**config.mk**
```make
export PLATFORM = sky130hd
export DESIGN_NAME = one_wire_lcd_session_master_unit
export DESIGN_NICKNAME = d
export VERILOG_FILES = /design/src/rtl/owlm_pkg.sv /design/src/rtl/owlm_core.sv /design/src/rtl/one_wire_lcd_session_master_unit.sv
export SDC_FILE = /design/constraint.sdc
export NUM_CORES = 1
export LEC_CHECK = 0
export BUFFER_PORTS_ARGS = -buffer_cell sky130_fd_sc_hd__buf_2
export CAP_MARGIN = 20
export CORE_MARGIN = 2
export CORE_UTILIZATION = 30
export CTS_CLUSTER_DIAMETER = 30
export DETAILED_ROUTE_END_ITERATION = 6
export PLACE_DENSITY = 0.5
export SYNTH_ARGS = -nofsm -noshare
export SYNTH_HDL_FRONTEND = slang
export SYNTH_SLANG_ARGS = --single-unit
export TNS_END_PERCENT = 5
```
**constraint.sdc**
```tcl
create_clock -name i_clk -period 8.4 [get_ports i_clk]
set_clock_uncertainty 0.2 [all_clocks]
set_input_delay 0.84 -clock i_clk [delete_from_list [all_inputs] [get_ports i_clk]]
set_output_delay 0.84 -clock i_clk [all_outputs]
set_load 0.005 [all_outputs]
```
**src/rtl/owlm_pkg.sv**
```systemverilog
// ----------------------------------------------------------------------------
// owlm_pkg
// Shared types, codes and CRC helpers for the single-wire LCD session master.
// ----------------------------------------------------------------------------
package owlm_pkg;

    // Function codes carried in each input word.
    localparam logic [1:0] FUNC_TICK      = 2'd0;
    localparam logic [1:0] FUNC_INFO      = 2'd1;
    localparam logic [1:0] FUNC_BACKLIGHT = 2'd2;

    // Configuration register indexes.
    localparam logic [1:0] CFG_RESET_HIGH = 2'd0;
    localparam logic [1:0] CFG_START_LOW  = 2'd1;
    localparam logic [1:0] CFG_MAX_ATT    = 2'd2;
    localparam logic [1:0] CFG_CRC_SEED   = 2'd3;

    localparam logic [5:0] RESET_HIGH_DEF = 6'd60;
    localparam logic [3:0] START_LOW_DEF  = 4'd2;
    localparam logic [2:0] MAX_ATT_DEF    = 3'd3;
    localparam logic [7:0] CRC_SEED_DEF   = 8'hAC;

    localparam logic [7:0] CRC_POLY       = 8'h07;
    localparam logic [7:0] INFO_CMD_BYTE  = 8'h60;
    localparam logic [7:0] REQ_BL_FLAG    = 8'h80;
    localparam logic [7:0] BRIGHT_MAX     = 8'd127;
    localparam logic [5:0] FRAME_BITS     = 6'd16;
    localparam logic [5:0] RX_BITS        = 6'd32;
    localparam logic [14:0] FW_MAJOR_MUL  = 15'd100;

    typedef enum logic [2:0] {
        PH_IDLE   = 3'd0,
        PH_HIGH   = 3'd1,
        PH_LOW    = 3'd2,
        PH_SEND   = 3'd3,
        PH_HOLD   = 3'd4,
        PH_REL    = 3'd5,
        PH_SAMPLE = 3'd6
    } t_phase;

    typedef struct packed {
        logic [1:0] func;
        logic [7:0] brightness;
        logic       pin_level;
    } t_in_word;

    typedef struct packed {
        logic        line_drive;
        logic        line_output_enable;
        logic        busy_res;
        logic        done_res;
        logic        success;
        logic [31:0] raw_response;
        logic [7:0]  lcd_type;
        logic [14:0] firmware_version;
    } t_out_word;

    typedef struct packed {
        logic [5:0] reset_high_ticks;
        logic [3:0] start_low_ticks;
        logic [2:0] max_attempts;
        logic [7:0] crc_seed;
    } t_cfg;

    // One MSB-first CRC-8 step.
    function automatic logic [7:0] crc8_step(input logic [7:0] crc, input logic din);
        logic fb;
        fb = crc[7] ^ din;
        crc8_step = {crc[6:0], 1'b0} ^ (fb ? CRC_POLY : 8'h00);
    endfunction

    function automatic logic [7:0] crc8_byte(input logic [7:0] seed, input logic [7:0] data);
        logic [7:0] crc;
        crc = seed;
        for (int i = 7; i >= 0; i--) begin
            crc = crc8_step(crc, data[i]);
        end
        crc8_byte = crc;
    endfunction

    // CRC over the 24-bit body of a reply; the unrolled loop is a flat XOR network.
    function automatic logic [7:0] crc8_body(input logic [7:0] seed, input logic [23:0] data);
        logic [7:0] crc;
        crc = seed;
        for (int i = 23; i >= 0; i--) begin
            crc = crc8_step(crc, data[i]);
        end
        crc8_body = crc;
    endfunction

endpackage

```
**src/rtl/owlm_core.sv**
```systemverilog
// ----------------------------------------------------------------------------
// owlm_core
// Session state and one-word update: line timing, frame shift-out, response
// shift-in with the CRC check of each reply, retry count and the result of
// each word.
// ----------------------------------------------------------------------------
module owlm_core
    import owlm_pkg::*;
(
    input  logic      i_clk,
    input  logic      i_rst_n,
    input  logic      i_step,
    input  t_in_word  i_word,
    input  t_cfg      i_cfg,
    output t_out_word o_res
);

    t_phase      r_phase,   n_phase;
    logic [5:0]  r_tick,    n_tick;
    logic [7:0]  r_req,     n_req;
    logic [15:0] r_tx,      n_tx;
    logic [31:0] r_rx,      n_rx;
    logic [2:0]  r_attempt, n_attempt;
    logic        r_lvl,     n_lvl;
    logic        r_en,      n_en;

    logic        done;
    logic        ok;
    logic [31:0] resp;
    logic [5:0]  tick_inc;
    logic [5:0]  lim_high;
    logic [5:0]  lim_low;
    logic [2:0]  lim_att;
    logic [7:0]  req;
    logic [15:0] frame;
    logic [14:0] fw;

    assign tick_inc = r_tick + 6'd1;
    assign lim_high = (i_cfg.reset_high_ticks == 6'd0) ? 6'd1 : i_cfg.reset_high_ticks;
    assign lim_low  = (i_cfg.start_low_ticks == 4'd0) ? 6'd1
                                                       : {2'b00, i_cfg.start_low_ticks};
    assign lim_att  = (i_cfg.max_attempts == 3'd0) ? 3'd1 : i_cfg.max_attempts;

    // The request byte is taken from the start word when idle and from the
    // session otherwise; its CRC always uses the current seed.
    always_comb begin
        if (r_phase != PH_IDLE) begin
            req = r_req;
        end else if (i_word.func == FUNC_INFO) begin
            req = INFO_CMD_BYTE;
        end else begin
            req = ((i_word.brightness > BRIGHT_MAX) ? BRIGHT_MAX : i_word.brightness)
                  | REQ_BL_FLAG;
        end
        frame = {req, crc8_byte(i_cfg.crc_seed, req)};
    end

    always_comb begin
        n_phase   = r_phase;
        n_tick    = r_tick;
        n_req     = r_req;
        n_tx      = r_tx;
        n_rx      = r_rx;
        n_attempt = r_attempt;
        n_lvl     = r_lvl;
        n_en      = r_en;
        done      = 1'b0;
        ok        = 1'b0;
        resp      = 32'd0;

        unique case (r_phase)
            PH_IDLE: begin
                if (i_word.func == FUNC_INFO || i_word.func == FUNC_BACKLIGHT) begin
                    n_req     = req;
                    n_attempt = 3'd0;
                    n_phase   = PH_HIGH;
                    n_tick    = 6'd0;
                    n_rx      = 32'd0;
                    n_tx      = frame;
                    n_lvl     = 1'b1;
                    n_en      = 1'b1;
                end
            end
            PH_HIGH: begin
                if (i_word.func == FUNC_TICK) begin
                    if (tick_inc >= lim_high) begin
                        n_phase = PH_LOW;
                        n_tick  = 6'd0;
                        n_lvl   = 1'b0;
                    end else begin
                        n_tick  = tick_inc;
                    end
                end
            end
            PH_LOW: begin
                if (i_word.func == FUNC_TICK) begin
                    n_tick = 6'd0;
                    if (tick_inc >= lim_low) begin
                        n_phase = PH_SEND;
                        n_lvl   = r_tx[15];
                        n_tx    = {r_tx[14:0], 1'b0};
                    end else begin
                        n_tick  = tick_inc;
                    end
                end
            end
            PH_SEND: begin
                if (i_word.func == FUNC_TICK) begin
                    if (tick_inc >= FRAME_BITS) begin
                        n_phase = PH_HOLD;
                        n_tick  = 6'd0;
                    end else begin
                        n_tick  = tick_inc;
                        n_lvl   = r_tx[15];
                        n_tx    = {r_tx[14:0], 1'b0};
                    end
                end
            end
            PH_HOLD: begin
                if (i_word.func == FUNC_TICK) begin
                    n_phase = PH_REL;
                    n_tick  = 6'd0;
                    n_en    = 1'b0;
                end
            end
            PH_REL: begin
                if (i_word.func == FUNC_TICK) begin
                    n_phase = PH_SAMPLE;
                    n_tick  = 6'd0;
                end
            end
            PH_SAMPLE: begin
                if (i_word.func == FUNC_TICK) begin
                    n_rx   = {r_rx[30:0], i_word.pin_level};
                    n_tick = tick_inc;
                    if (tick_inc >= RX_BITS) begin
                        n_lvl     = 1'b1;
                        n_en      = 1'b1;
                        // The CRC covers the first 24 received bits.
                        ok        = (crc8_body(i_cfg.crc_seed, n_rx[31:8]) == n_rx[7:0]);
                        n_attempt = r_attempt + 3'd1;
                        if (ok || n_attempt >= lim_att) begin
                            done    = 1'b1;
                            resp    = n_rx;
                            n_phase = PH_IDLE;
                            n_tick  = 6'd0;
                        end else begin
                            // Retry starts on this same tick.
                            n_phase = PH_HIGH;
                            n_tick  = 6'd0;
                            n_rx    = 32'd0;
                            n_tx    = frame;
                        end
                    end
                end
            end
            default: begin
                n_phase = PH_IDLE;
            end
        endcase
    end

    assign fw = ({7'd0, resp[23:16]} * FW_MAJOR_MUL) + {7'd0, resp[15:8]};

    always_comb begin
        o_res.line_drive         = n_lvl;
        o_res.line_output_enable = n_en;
        o_res.busy_res           = (n_phase != PH_IDLE);
        o_res.done_res           = done;
        o_res.success            = done & ok;
        o_res.raw_response       = resp;
        o_res.lcd_type           = resp[31:24];
        o_res.firmware_version   = fw;
    end

    always_ff @(posedge i_clk) begin
        if (!i_rst_n) begin
            r_phase   <= PH_IDLE;
            r_tick    <= 6'd0;
            r_req     <= 8'd0;
            r_tx      <= 16'd0;
            r_rx      <= 32'd0;
            r_attempt <= 3'd0;
            r_lvl     <= 1'b1;
            r_en      <= 1'b1;
        end else if (i_step) begin
            r_phase   <= n_phase;
            r_tick    <= n_tick;
            r_req     <= n_req;
            r_tx      <= n_tx;
            r_rx      <= n_rx;
            r_attempt <= n_attempt;
            r_lvl     <= n_lvl;
            r_en      <= n_en;
        end
    end

endmodule

```
**src/rtl/one_wire_lcd_session_master_unit.sv**
```systemverilog
// ----------------------------------------------------------------------------
// one_wire_lcd_session_master_unit
// Single-wire LCD info/backlight session master advanced by tick words.
//
//   channel  | direction | handshake                 | word
//   ---------+-----------+---------------------------+------------
//   in       | input     | i_in_valid / o_in_stall   | t_in_word
//   out      | output    | o_out_valid / i_out_stall | t_out_word
//   cfg      | input     | i_cfg_we (no wait)        | idx + data
//
// One word is accepted per cycle while o_in_stall is low; its result word
// is valid once it has passed the input register and the state update into
// the result register.
// Reset is synchronous and active low; it restores the default register set
// and an idle session. While a result word waits under i_out_stall, one more
// word enters the input register; after that o_in_stall follows i_out_stall.
// ----------------------------------------------------------------------------
module one_wire_lcd_session_master_unit
    import owlm_pkg::*;
(
    input  logic      i_clk,
    input  logic      i_rst_n,
    input  logic      i_in_valid,
    output logic      o_in_stall,
    input  t_in_word  i_in_word,
    output logic      o_out_valid,
    input  logic      i_out_stall,
    output t_out_word o_out_word,
    input  logic      i_cfg_we,
    input  logic [1:0] i_cfg_idx,
    input  logic [7:0] i_cfg_data
);

    logic      r_in_valid;
    t_in_word  r_in_word;
    logic      r_out_valid;
    t_out_word r_out_word;
    t_cfg      r_cfg;
    t_out_word res;
    logic      advance;
    logic      accept;

    assign advance    = r_in_valid && (!r_out_valid || !i_out_stall);
    assign o_in_stall = r_in_valid && !advance;
    assign accept     = i_in_valid && !o_in_stall;

    always_ff @(posedge i_clk) begin
        if (!i_rst_n) begin
            r_cfg.reset_high_ticks <= RESET_HIGH_DEF;
            r_cfg.start_low_ticks  <= START_LOW_DEF;
            r_cfg.max_attempts     <= MAX_ATT_DEF;
            r_cfg.crc_seed         <= CRC_SEED_DEF;
        end else if (i_cfg_we) begin
            unique case (i_cfg_idx)
                CFG_RESET_HIGH: r_cfg.reset_high_ticks <= i_cfg_data[5:0];
                CFG_START_LOW:  r_cfg.start_low_ticks  <= i_cfg_data[3:0];
                CFG_MAX_ATT:    r_cfg.max_attempts     <= i_cfg_data[2:0];
                CFG_CRC_SEED:   r_cfg.crc_seed         <= i_cfg_data;
                default: begin
                end
            endcase
        end
    end

    always_ff @(posedge i_clk) begin
        if (!i_rst_n) begin
            r_in_valid <= 1'b0;
        end else begin
            r_in_valid <= accept || (r_in_valid && !advance);
        end
    end

    always_ff @(posedge i_clk) begin
        if (accept) begin
            r_in_word <= i_in_word;
        end
    end

    owlm_core u_core (
        .i_clk   (i_clk),
        .i_rst_n (i_rst_n),
        .i_step  (advance),
        .i_word  (r_in_word),
        .i_cfg   (r_cfg),
        .o_res   (res)
    );

    always_ff @(posedge i_clk) begin
        if (!i_rst_n) begin
            r_out_valid <= 1'b0;
        end else if (advance) begin
            r_out_valid <= 1'b1;
        end else if (!i_out_stall) begin
            r_out_valid <= 1'b0;
        end
    end

    always_ff @(posedge i_clk) begin
        if (advance) begin
            r_out_word <= res;
        end
    end

    assign o_out_valid = r_out_valid;
    assign o_out_word  = r_out_word;

endmodule

```
==> flow_summary.ini, run 1 <==
[clock_network]
cts_made_buffers = 17
cts_resized = 0
cts_num_sinks = 153
clk_latency_ns = 0.44
cts.htree.levels = 4
clockRootBuffer = clkbuf_16
cts.clk_slew.worst_paths_ns = 0.07
clockBufferDepth = 2
post_cts_buffers = 0
cts_tree = built
ctsHoldBuffers = 0

[worst_hold_path]
hold_path_class = reg2reg

[timing]
max_slew_margin_pct = 35.7
fmax_mhz = 142
hold_viol = 0
min_period_ns = 7.03
fin_crit_sh_pct = 83.7
setup_viol = 0
tightest_slew_ns = 0.961
setup_ws_ns = 1.37
maxSlewViolCount = 0
tns_ns = 0
rsz0062_at_grt = false

[detailed_routing]
antenna_left = 0
firstDrtPassIters = 4
wirelength_um = 18700
drc = 0
routedWlPerCell_um = 14.6
vias_per_cell = 4.58
via_count = 5863
drt-initial-drc-count = 298

[logic_synthesis]
yosysSeqAreaShare_pct = 43.4
synth.largest_area_cell = dfxtp_1
ys_ff_latch = 153
syn_inst = 822
synth-edff-count = 61
syn_area_um2 = 8460
ys_async_sr_fraction_pct = 0
avgSynthCellArea_um2 = 10.3
synth.top_cell.area_share_pct = 21.8
synthDistinctLibCells = 55
synth_nets = 903
synth_flop_cell = dfxtp_1
synthTopCellsByArea = dfxtp_1 22%, edfxtp_1 22%, ha_1 7.5%, xnor2_1 6.8%, nand2_1 4.1%
ys_warn_count = 0

[floorplan]
die_w_um = 172
core_um2 = 27800
start_util_pct = 30.4
io_pins = 88
dieArea_um2 = 29600
rows = 61
die_y_um = 172

[pwr]
ir_drop_mv = 0.0856
p_per_area_nw_per_um2 = 189
power_mw = 1.86
p_leak_nw = 4.24

[placed_design]
gp_congestion = 0.820
place_inst = 1247
dp_slack_ns = 1.34
dp_hpwl_um = 13500
post_dp_cell_area_um2 = 9190
portBuffers = 87

[run_status]
run_status = finished, final reports clean

[grt]
antenna_found_initial = 0
grt_overflow = 0
first_global_vias = 5684
grt_usage_pct = 13.3
grt_max_degree = 58
grt_first_pass_wirelength_um = 30500

[setup_path]
criticalPathCategory = reg2reg
endpoint_kind = flip-flop
worstPathMaxFanout = 21
cp.required_ns = 8.38
worstSetupStartpointType = flip-flop
crit_arrival_ns = 7.01
r2r_setup_slack_ns = 1.37

[layout]
finalInstanceArea_um2 = 9820
syn2layout_area_growth_pct = 16.1
n_antenna_cell = 0
drive_gt1_share_pct = 15.9
mostFrequentLayoutCells = 92 x nand2_1, 92 x dfxtp_1, 87 x buf_2
layout.cells.non_filler = 1279
fin_nets = 969

[flow_run]
drv_cap = 0
==> cell usage after synthesis (all sizes together), types with 6 or more instances <==
library cell	instances
edfxtp	61
xnor3	11
buf	18
ha	51
o211ai	14
nand4	6
nor3	7
a21o	12
a211oi	8
nand2	92
nor2	55
a21oi	41
xor3	6
xnor2	67
a22o	31
o21ai	23
nor2b	7
mux2i	26
and2	35
inv	30
clkbuf	31
dfxtp	92
nand3	22
xor2	25
==> routing by layer <==
layer	GRT usage [%]	part of all wire (%)	up-vias
met5	0	0	-
met4	3.98	1.1	0
met3	3.09	4.0	15
met2	21.2	46	106
met1	18.1	49	2743
li1	-	-	2999
==> report_power, final <==
part / total, mW / leakage [nW] / internal (mW) / switching [mW]
Combinational: 0.227 / 2.65 / 0.0988 / 0.128
Clock: 0.814 / 0.310 / 0.469 / 0.345
Sequential: 0.815 / 1.29 / 0.800 / 0.0159
Total: 1.86 / 4.24 / 1.37 / 0.489
==> per-stage QoR <==
step | utilization, % | hold WS (ns)
finish | 35.3 | 0.264
global route | 35.3 | 0.279
CTS | 35.3 | 0.265
detailed placement | 33.1 | 0.254
global placement | 33.1 | 0.244
floorplan | - | 0.237
==> cell type report <==
| class | instances | area, um2 |
|---|---|---|
| Tap cell | 378 | 473 |
| Fill cell | 2890 | 18000 |
| Inverter | 31 | 116 |
| Clock inverter | 14 | 176 |
| Sequential cell | 153 | 3670 |
| Clock buffer | 18 | 450 |
| Timing Repair Buffer | 96 | 503 |
| Multi-Input combinational cell | 589 | 4430 |
==> state kept, by name, indices dropped and copies added (netlist names) <==
register          count
o_out_word           50
u_core.r_rx          31
r_cfg                21
u_core.r_tx          16
r_in_word            11
u_core.r_req          8
u_core.r_tick         6
u_core.r_attempt      3
u_core.r_phase        3
o_out_valid           1
r_in_valid            1
u_core.r_en           1
u_core.r_lvl          1
==> critical path: stages, from the launching register on <==
cell and delay (ns):
dfxtp_1 0.42, xor3_1 0.53, xor3_1 0.29, xor2_1 0.25
xor3_1 0.46, or3_1 0.39, a22oi_2 0.22, nand2_1 0.14
a21oi_2 0.61, buf_4 0.33, and2_1 0.28, ha_1 0.28
ha_1 0.30, ha_1 0.30, inv_1 0.06, fa_1 0.44
inv_1 0.07, a21oi_1 0.06, o21ai_0 0.24, a21oi_1 0.11
o21bai_1 0.20, xor2_1 0.27, and4_1 0.26, xnor2_1 0.07
==> path summary, 6_finish.rpt <==
path | from | end | depth (start not counted)
max reg2reg | r_cfg[0]$_SDFFE_PN0P_ | o_out_word[14]$_DFFE_PP_ | 23
min reg2reg | u_core.r_tx[11]$_SDFFE_PN0P_ | u_core.r_tx[11]$_SDFFE_PN0P_ | 2
max | r_cfg[0]$_SDFFE_PN0P_ | o_out_word[14]$_DFFE_PP_ | 23
min | u_core.r_tx[11]$_SDFFE_PN0P_ | u_core.r_tx[11]$_SDFFE_PN0P_ | 2
==> kinds of logic (layout without fill, tap and decap cells) <==
logic type	after synthesis	count (layout)	share of synthesized area, %
buffers and inverters	80	159	4.33
DFF	153	153	43.4
xor gates and xnor gates	109	109	14.4
AOI/OAI and AO/OA	154	154	12.8
muxes	26	26	3.08
adders and majority gates	55	55	8.49
and+or+nand+nor	245	245	13.5
Note: power is estimated with default switching activity, not from simulation.
==> inputs of run 2 (changes only) <==
PLACE_DENSITY = 0.52   (was 0.5)
clock period = 5.8 ns   (was 8.4 ns; I/O delays follow)
==> run 2 against run 1 <==
Non-clock buffer count up 51. Critical endpoint unchanged. Combinational power grew 52%. Total power up 39%. Maximum frequency increased by 23%.
==> flow_summary.ini, run 2 (same netlist as run 1, synthesis figures left out) <==
[run_status]
run_status = finished, final reports clean

[layout]
final_core_util_pct = 37.4
final_common_cell = nand2_1
fin_nets = 1020
largest_reg_flops = 50
mostFrequentLayoutCells = 91 x nand2_1, 88 x buf_2, 88 x dfxtp_1
n_antenna_cell = 0
drive_gt1_share_pct = 24.6
syn2layout_area_growth_pct = 22.8

[floorplan]
io_pins = 88
rows = 61
start_util_pct = 30.4
die_y_um = 172
core_um2 = 27800
dieArea_um2 = 29600
die_w_um = 172

[timing]
tns_ns = 0
setup_viol = 0
min_period_ns = 5.73
rsz0062_at_grt = true
hold_viol = 0
maxSlewViolCount = 0
setup_ws_ns = 0.0680
fin_crit_sh_pct = 98.8
fmax_mhz = 174
tightest_slew_ns = 0.976
max_slew_margin_pct = 34.7

[pwr]
p_per_area_nw_per_um2 = 248
power_mw = 2.57
swShare_pct = 27.3
p_comb_share_pct = 13.5
power_switching_uw = 701
intPower_mw = 1.87
p_seq_share_pct = 45.7
p_leak_nw = 4.46
ir_drop_mv = 0.177
clock_power_share_pct = 40.8

[clock_network]
clockRootBuffer = clkbuf_16
cts_num_sinks = 153
ctsHoldBuffers = 0
cts_made_buffers = 17
clk_latency_ns = 0.43
cts_tree = built
cts.clk_slew.worst_paths_ns = 0.07
cts.htree.levels = 4
clockBufferDepth = 2

[flow_run]
drv_cap = 0

[setup_path]
crit_arrival_ns = 5.71
path_buf_inv = 3
worstSetupStartpointType = flip-flop
critPathTopFamily = XOR/XNOR gates
cp.required_ns = 5.77
crit_chain = xor3_2 > xor3_2 > xor2_2 > xor3_1 > or3_1 > a22oi_2 > nand2_2 > a21oi_4 > and2_4 > ha_4 > ha_4 > inv_2 > fa_1 > inv_2 > ha_4 > inv_2 > o21ai_0 > a21oi_1 > o21bai_1 > a21oi_2 > xnor2_2 > and4_1 > xnor2_1
cp.depth = 23
endpoint_kind = flip-flop
cpMaxStageDelayCell = fa_1
worst_r2r_path_depth = 23
criticalPathCategory = reg2reg
slowest_delay_ns = 0.49
worstPathMaxFanout = 8

[grt]
grt_max_degree = 58
antenna_found_initial = 0
grt_usage_pct = 13.5
first_global_vias = 5862
grt_first_pass_wirelength_um = 30800
grt_overflow = 0

[placed_design]
gp_congestion = 0.771
portBuffers = 87
dp_hpwl_um = 14100
dp_slack_ns = -0.199

[detailed_routing]
drc = 0
routedWlPerCell_um = 14.7
via_count = 6143
firstDrtPassIters = 4
wirelength_um = 19600
vias_per_cell = 4.62
antenna_left = 0
drt-initial-drc-count = 335

[worst_hold_path]
whs_path_depth = 1
hold_path_class = in2reg
[run 2: cell types whose count changed in the layout (fill, tap and decap cells not counted), moves of 4 or more]
cell     before  now
buf_4         9   56
inv_1        30   25
ha_4          0   10
ha_1         51   41
dfxtp_1      92   88
and2_1       34   28
inv_2         1    6
a21oi_1      39   35
and2_4        0    5
[run 2: path summary, 6_finish.rpt]
path / from / end / slack, ns
worst max-delay path: r_cfg[0]$_SDFFE_PN0P_ / o_out_word[14]$_DFFE_PP_ / 0.07
worst min register to register: u_core.r_req[7]$_SDFFE_PN0P_ / u_core.r_req[7]$_SDFFE_PN0P_ / 0.26
worst min-delay path: i_in_word[4] / r_in_word[4]$_DFFE_PP_ / 0.12
worst max register to register: r_cfg[0]$_SDFFE_PN0P_ / o_out_word[14]$_DFFE_PP_ / 0.07
[run 2: layout make-up]
class,instances,area (um2)
fillers,2814,17400
repair buffers,147,898
multi-input cells,589,4670
clock buffers,18,429
flip-flops and latches,153,3680
inverters,31,116
well taps,378,473
clock inverters,14,114
[run 2: what timing repair did]
action,in CTS,in global routing
setup endpoints to repair,3,5
buffers inserted,1,13
pin swaps,3,30
gates resized for setup,9,41
[run 2: metal layers]
metal / track usage, % / up-vias / routed length [um]
met1: 18.4 / 2911 / 9430
met4: 4.02 / 0 / 270
met2: 21.8 / 115 / 9120
li1: - / 3099 / -
met3: 2.47 / 18 / 783
met5: 0 / - / 0
[run 2: power groups by stage]
stage                     sequential (mW)  combinational (mW)  clock, mW
after detailed placement             1.20               0.340          0
final                                1.18               0.346       1.05
after floorplan                      1.20               0.248          0
after CTS                            1.18               0.344       1.08
after global placement               1.20               0.338          0
after global routing                 1.18               0.387       1.13
[run 2: stage by stage]
stage               hold WS (ns)  area (um2)  cells
floorplan                  0.237        8460    822
global placement           0.243        9460   1282
detailed placement         0.257        9460   1283
CTS                        0.102       10100   1316
global route              0.0980       10400   1330
finish                     0.120       10400   1330
==> inputs of run 3 (changes only) <==
ABC_AREA = 1   (was not set)
==> run 3 against run 2 <==
Register-to-register slack improved by 0.24 ns. Global-route usage rose by 1.5 points. Worst setup slack improved by 0.24 ns. Synthesized cell count rose by 47%. Final area rose by 5.3%. First-iteration DRC count rose by 40%. Cell count rose by 29%. Non-clock buffer count fell by 25.
==> flow_summary.ini, run 3 <==
[setup_path]
slowest_delay_ns = 0.49
worstSetupStartpointType = flip-flop
worst_r2r_path_depth = 37
cp_common_cell = nand2_2
cpMaxStageDelayCell = fa_1
r2r_setup_slack_ns = 0.31
criticalPathCategory = reg2reg
crit_arrival_ns = 5.46
critPathCapture = o_out_word[14]$_DFFE_PP_
startpoint = u_core.r_rx[28]$_SDFFE_PN0P_
endpoint_kind = flip-flop
r2r-end = o_out_word[14]$_DFFE_PP_
worstPathMaxFanout = 5
cp.required_ns = 5.77
r2r_start = u_core.r_rx[28]$_SDFFE_PN0P_

[clock_network]
cts_tree = built
cts_num_sinks = 153
cts.htree.levels = 4
ctsHoldBuffers = 0
clockBufferDepth = 2
cts_made_buffers = 17
clk_latency_ns = 0.42
cts.clk_slew.worst_paths_ns = 0.06
clockRootBuffer = clkbuf_16

[timing]
fin_crit_sh_pct = 94.7
min_period_ns = 5.49
setup_viol = 0
tightest_slew_ns = 0.963
fmax_mhz = 182
max_slew_margin_pct = 35.7
hold_viol = 0
hold_slack_ns = 0.128
maxSlewViolCount = 0

[grt]
first_global_vias = 7472
grt_max_degree = 60
antenna_found_initial = 0
grt_overflow = 0
grt_first_pass_wirelength_um = 37400
grt_usage_pct = 15.0

[detailed_routing]
routedWlPerCell_um = 13.6
drt-initial-drc-count = 469
drc = 0
via_count = 7958
firstDrtPassIters = 5
antenna_left = 0
vias_per_cell = 4.65
wirelength_um = 23200

[logic_synthesis]
synthTopCellsByArea = dfxtp_1 20%, edfxtp_1 20%, nand2_1 12%, ha_1 7.0%, inv_1 6.1%
yosysSeqAreaShare_pct = 40.5
ys_warn_count = 0
ys_ff_latch = 153
synth_common_cells = 284 x nand2_1, 147 x inv_1, 124 x nor2_1, 105 x nand3_1, 92 x dfxtp_1
synthDistinctLibCells = 48
syn_area_um2 = 9070
ys_async_sr_fraction_pct = 0
synth_most_common_cell = nand2_1
synth_nets = 1288
synth_flop_cell = dfxtp_1
avgSynthCellArea_um2 = 7.52
synth.top_cell.area_share_pct = 20.3
synth-edff-count = 61
syn_inst = 1207
synth.largest_area_cell = dfxtp_1

[layout]
drive_gt1_share_pct = 22.0
fin_nets = 1389
syn2layout_area_growth_pct = 20.5
final_core_util_pct = 36.8
final_common_cell = nand2_1
finalInstanceArea_um2 = 10900
n_antenna_cell = 0
largest_reg_flops = 50
mostFrequentLayoutCells = 251 x nand2_1, 142 x inv_1, 116 x nor2_1
layout.cells.non_filler = 1711

[floorplan]
rows = 63
dieArea_um2 = 31700
core_um2 = 29700
die_y_um = 178
io_pins = 88
die_w_um = 178
start_util_pct = 30.5

[pwr]
power_mw = 2.86
p_leak_nw = 5.09
ir_drop_mv = 0.154
p_per_area_nw_per_um2 = 262

[placed_design]
post_dp_cell_area_um2 = 10000
dp_hpwl_um = 17300
place_inst = 1673
portBuffers = 87
gp_congestion = 0.856

[flow_run]
drv_cap = 0

[run_status]
run_status = finished, final reports clean

[worst_hold_path]
hold_path_class = in2reg
run 3: changes by cell type after synthesis, moves of 35 or more:
cell	before	now
xnor2_1	66	3
nand2_1	92	284
inv_1	30	147
a21oi_1	40	75
nand3_1	22	105
nor2_1	55	124
run 3: cells by family (layout without fill, tap and decap cells):
| logic type | after synthesis | in the layout | synth area share, % |
|---|---|---|---|
| buffers and inverters | 205 | 319 | 9.15 |
| xor gates and xnor gates | 43 | 43 | 4.15 |
| DFF | 153 | 153 | 40.5 |
| AOI/OAI and AO/OA | 170 | 170 | 10.6 |
| and+or+nand+nor | 581 | 581 | 27.7 |
| adders and majority gates | 55 | 55 | 7.91 |
run 3: metrics by stage:
step	setup TNS, ns	setup WS [ns]
floorplan	0	0.417
global placement	0	0.0831
detailed placement	0	0.0137
CTS	0	0.0163
global route	-0.148	-0.0982
finish	0	0.309
run 3: metal layers:
| metal | share of wire, % | track usage, % |
|---|---|---|
| met3 | 4.2 | 3.04 |
| met5 | 0 | 0 |
| met4 | 1.3 | 3.76 |
| met2 | 49 | 26.1 |
| met1 | 45 | 18.9 |
run 3: area by class of cell:
cell class	count	area, um2
clock buffers	21	503
clock inverters	11	104
fillers	3124	18800
inverters	165	619
multi-input cells	849	4820
flip-flops and latches	153	3700
well taps	390	488
repair buffers	122	702
run 3: worst min-delay path by stage:
stage / from / end / slack, ns / depth (start not counted)
2_1_floorplan: r_cfg[8]$_SDFFE_PN1P_ / r_cfg[8]$_SDFFE_PN1P_ / 0.22 / 2
3_3_place_gp: r_cfg[8]$_SDFFE_PN1P_ / r_cfg[8]$_SDFFE_PN1P_ / 0.25 / 2
3_5_place_dp: r_cfg[8]$_SDFFE_PN1P_ / r_cfg[8]$_SDFFE_PN1P_ / 0.25 / 2
4_1_cts: i_in_word[3] / r_in_word[3]$_DFFE_PP_ / 0.11 / 1
5_1_grt: i_in_word[4] / r_in_word[4]$_DFFE_PP_ / 0.10 / 1
6_report: i_in_word[3] / r_in_word[3]$_DFFE_PP_ / 0.13 / 1
run 3: where the power goes:
group	switching, mW	total [mW]	leakage [nW]	internal [mW]
clock	0.470	1.14	0.301	0.670
combinational	0.352	0.540	3.42	0.189
sequential	0.0212	1.18	1.37	1.16
total	0.843	2.86	5.09	2.02
run 3: critical path: cells and delay by family (launching register included):
family	cells	cell delay, ns
XOR/XNOR	2	0.30
adder cells (fa/ha/maj)	4	1.38
AO/OA/AOI/OAI	4	0.58
AND/OR/NAND/NOR	23	2.10
buffers and inverters	4	0.31
flip-flops	1	0.37
run 3: what timing repair did:
item                       in CTS  in global routing
pin swaps                       0                 29
setup endpoints to repair       1                  6
gates resized for setup         3                 88
setup buffers                   0                  6
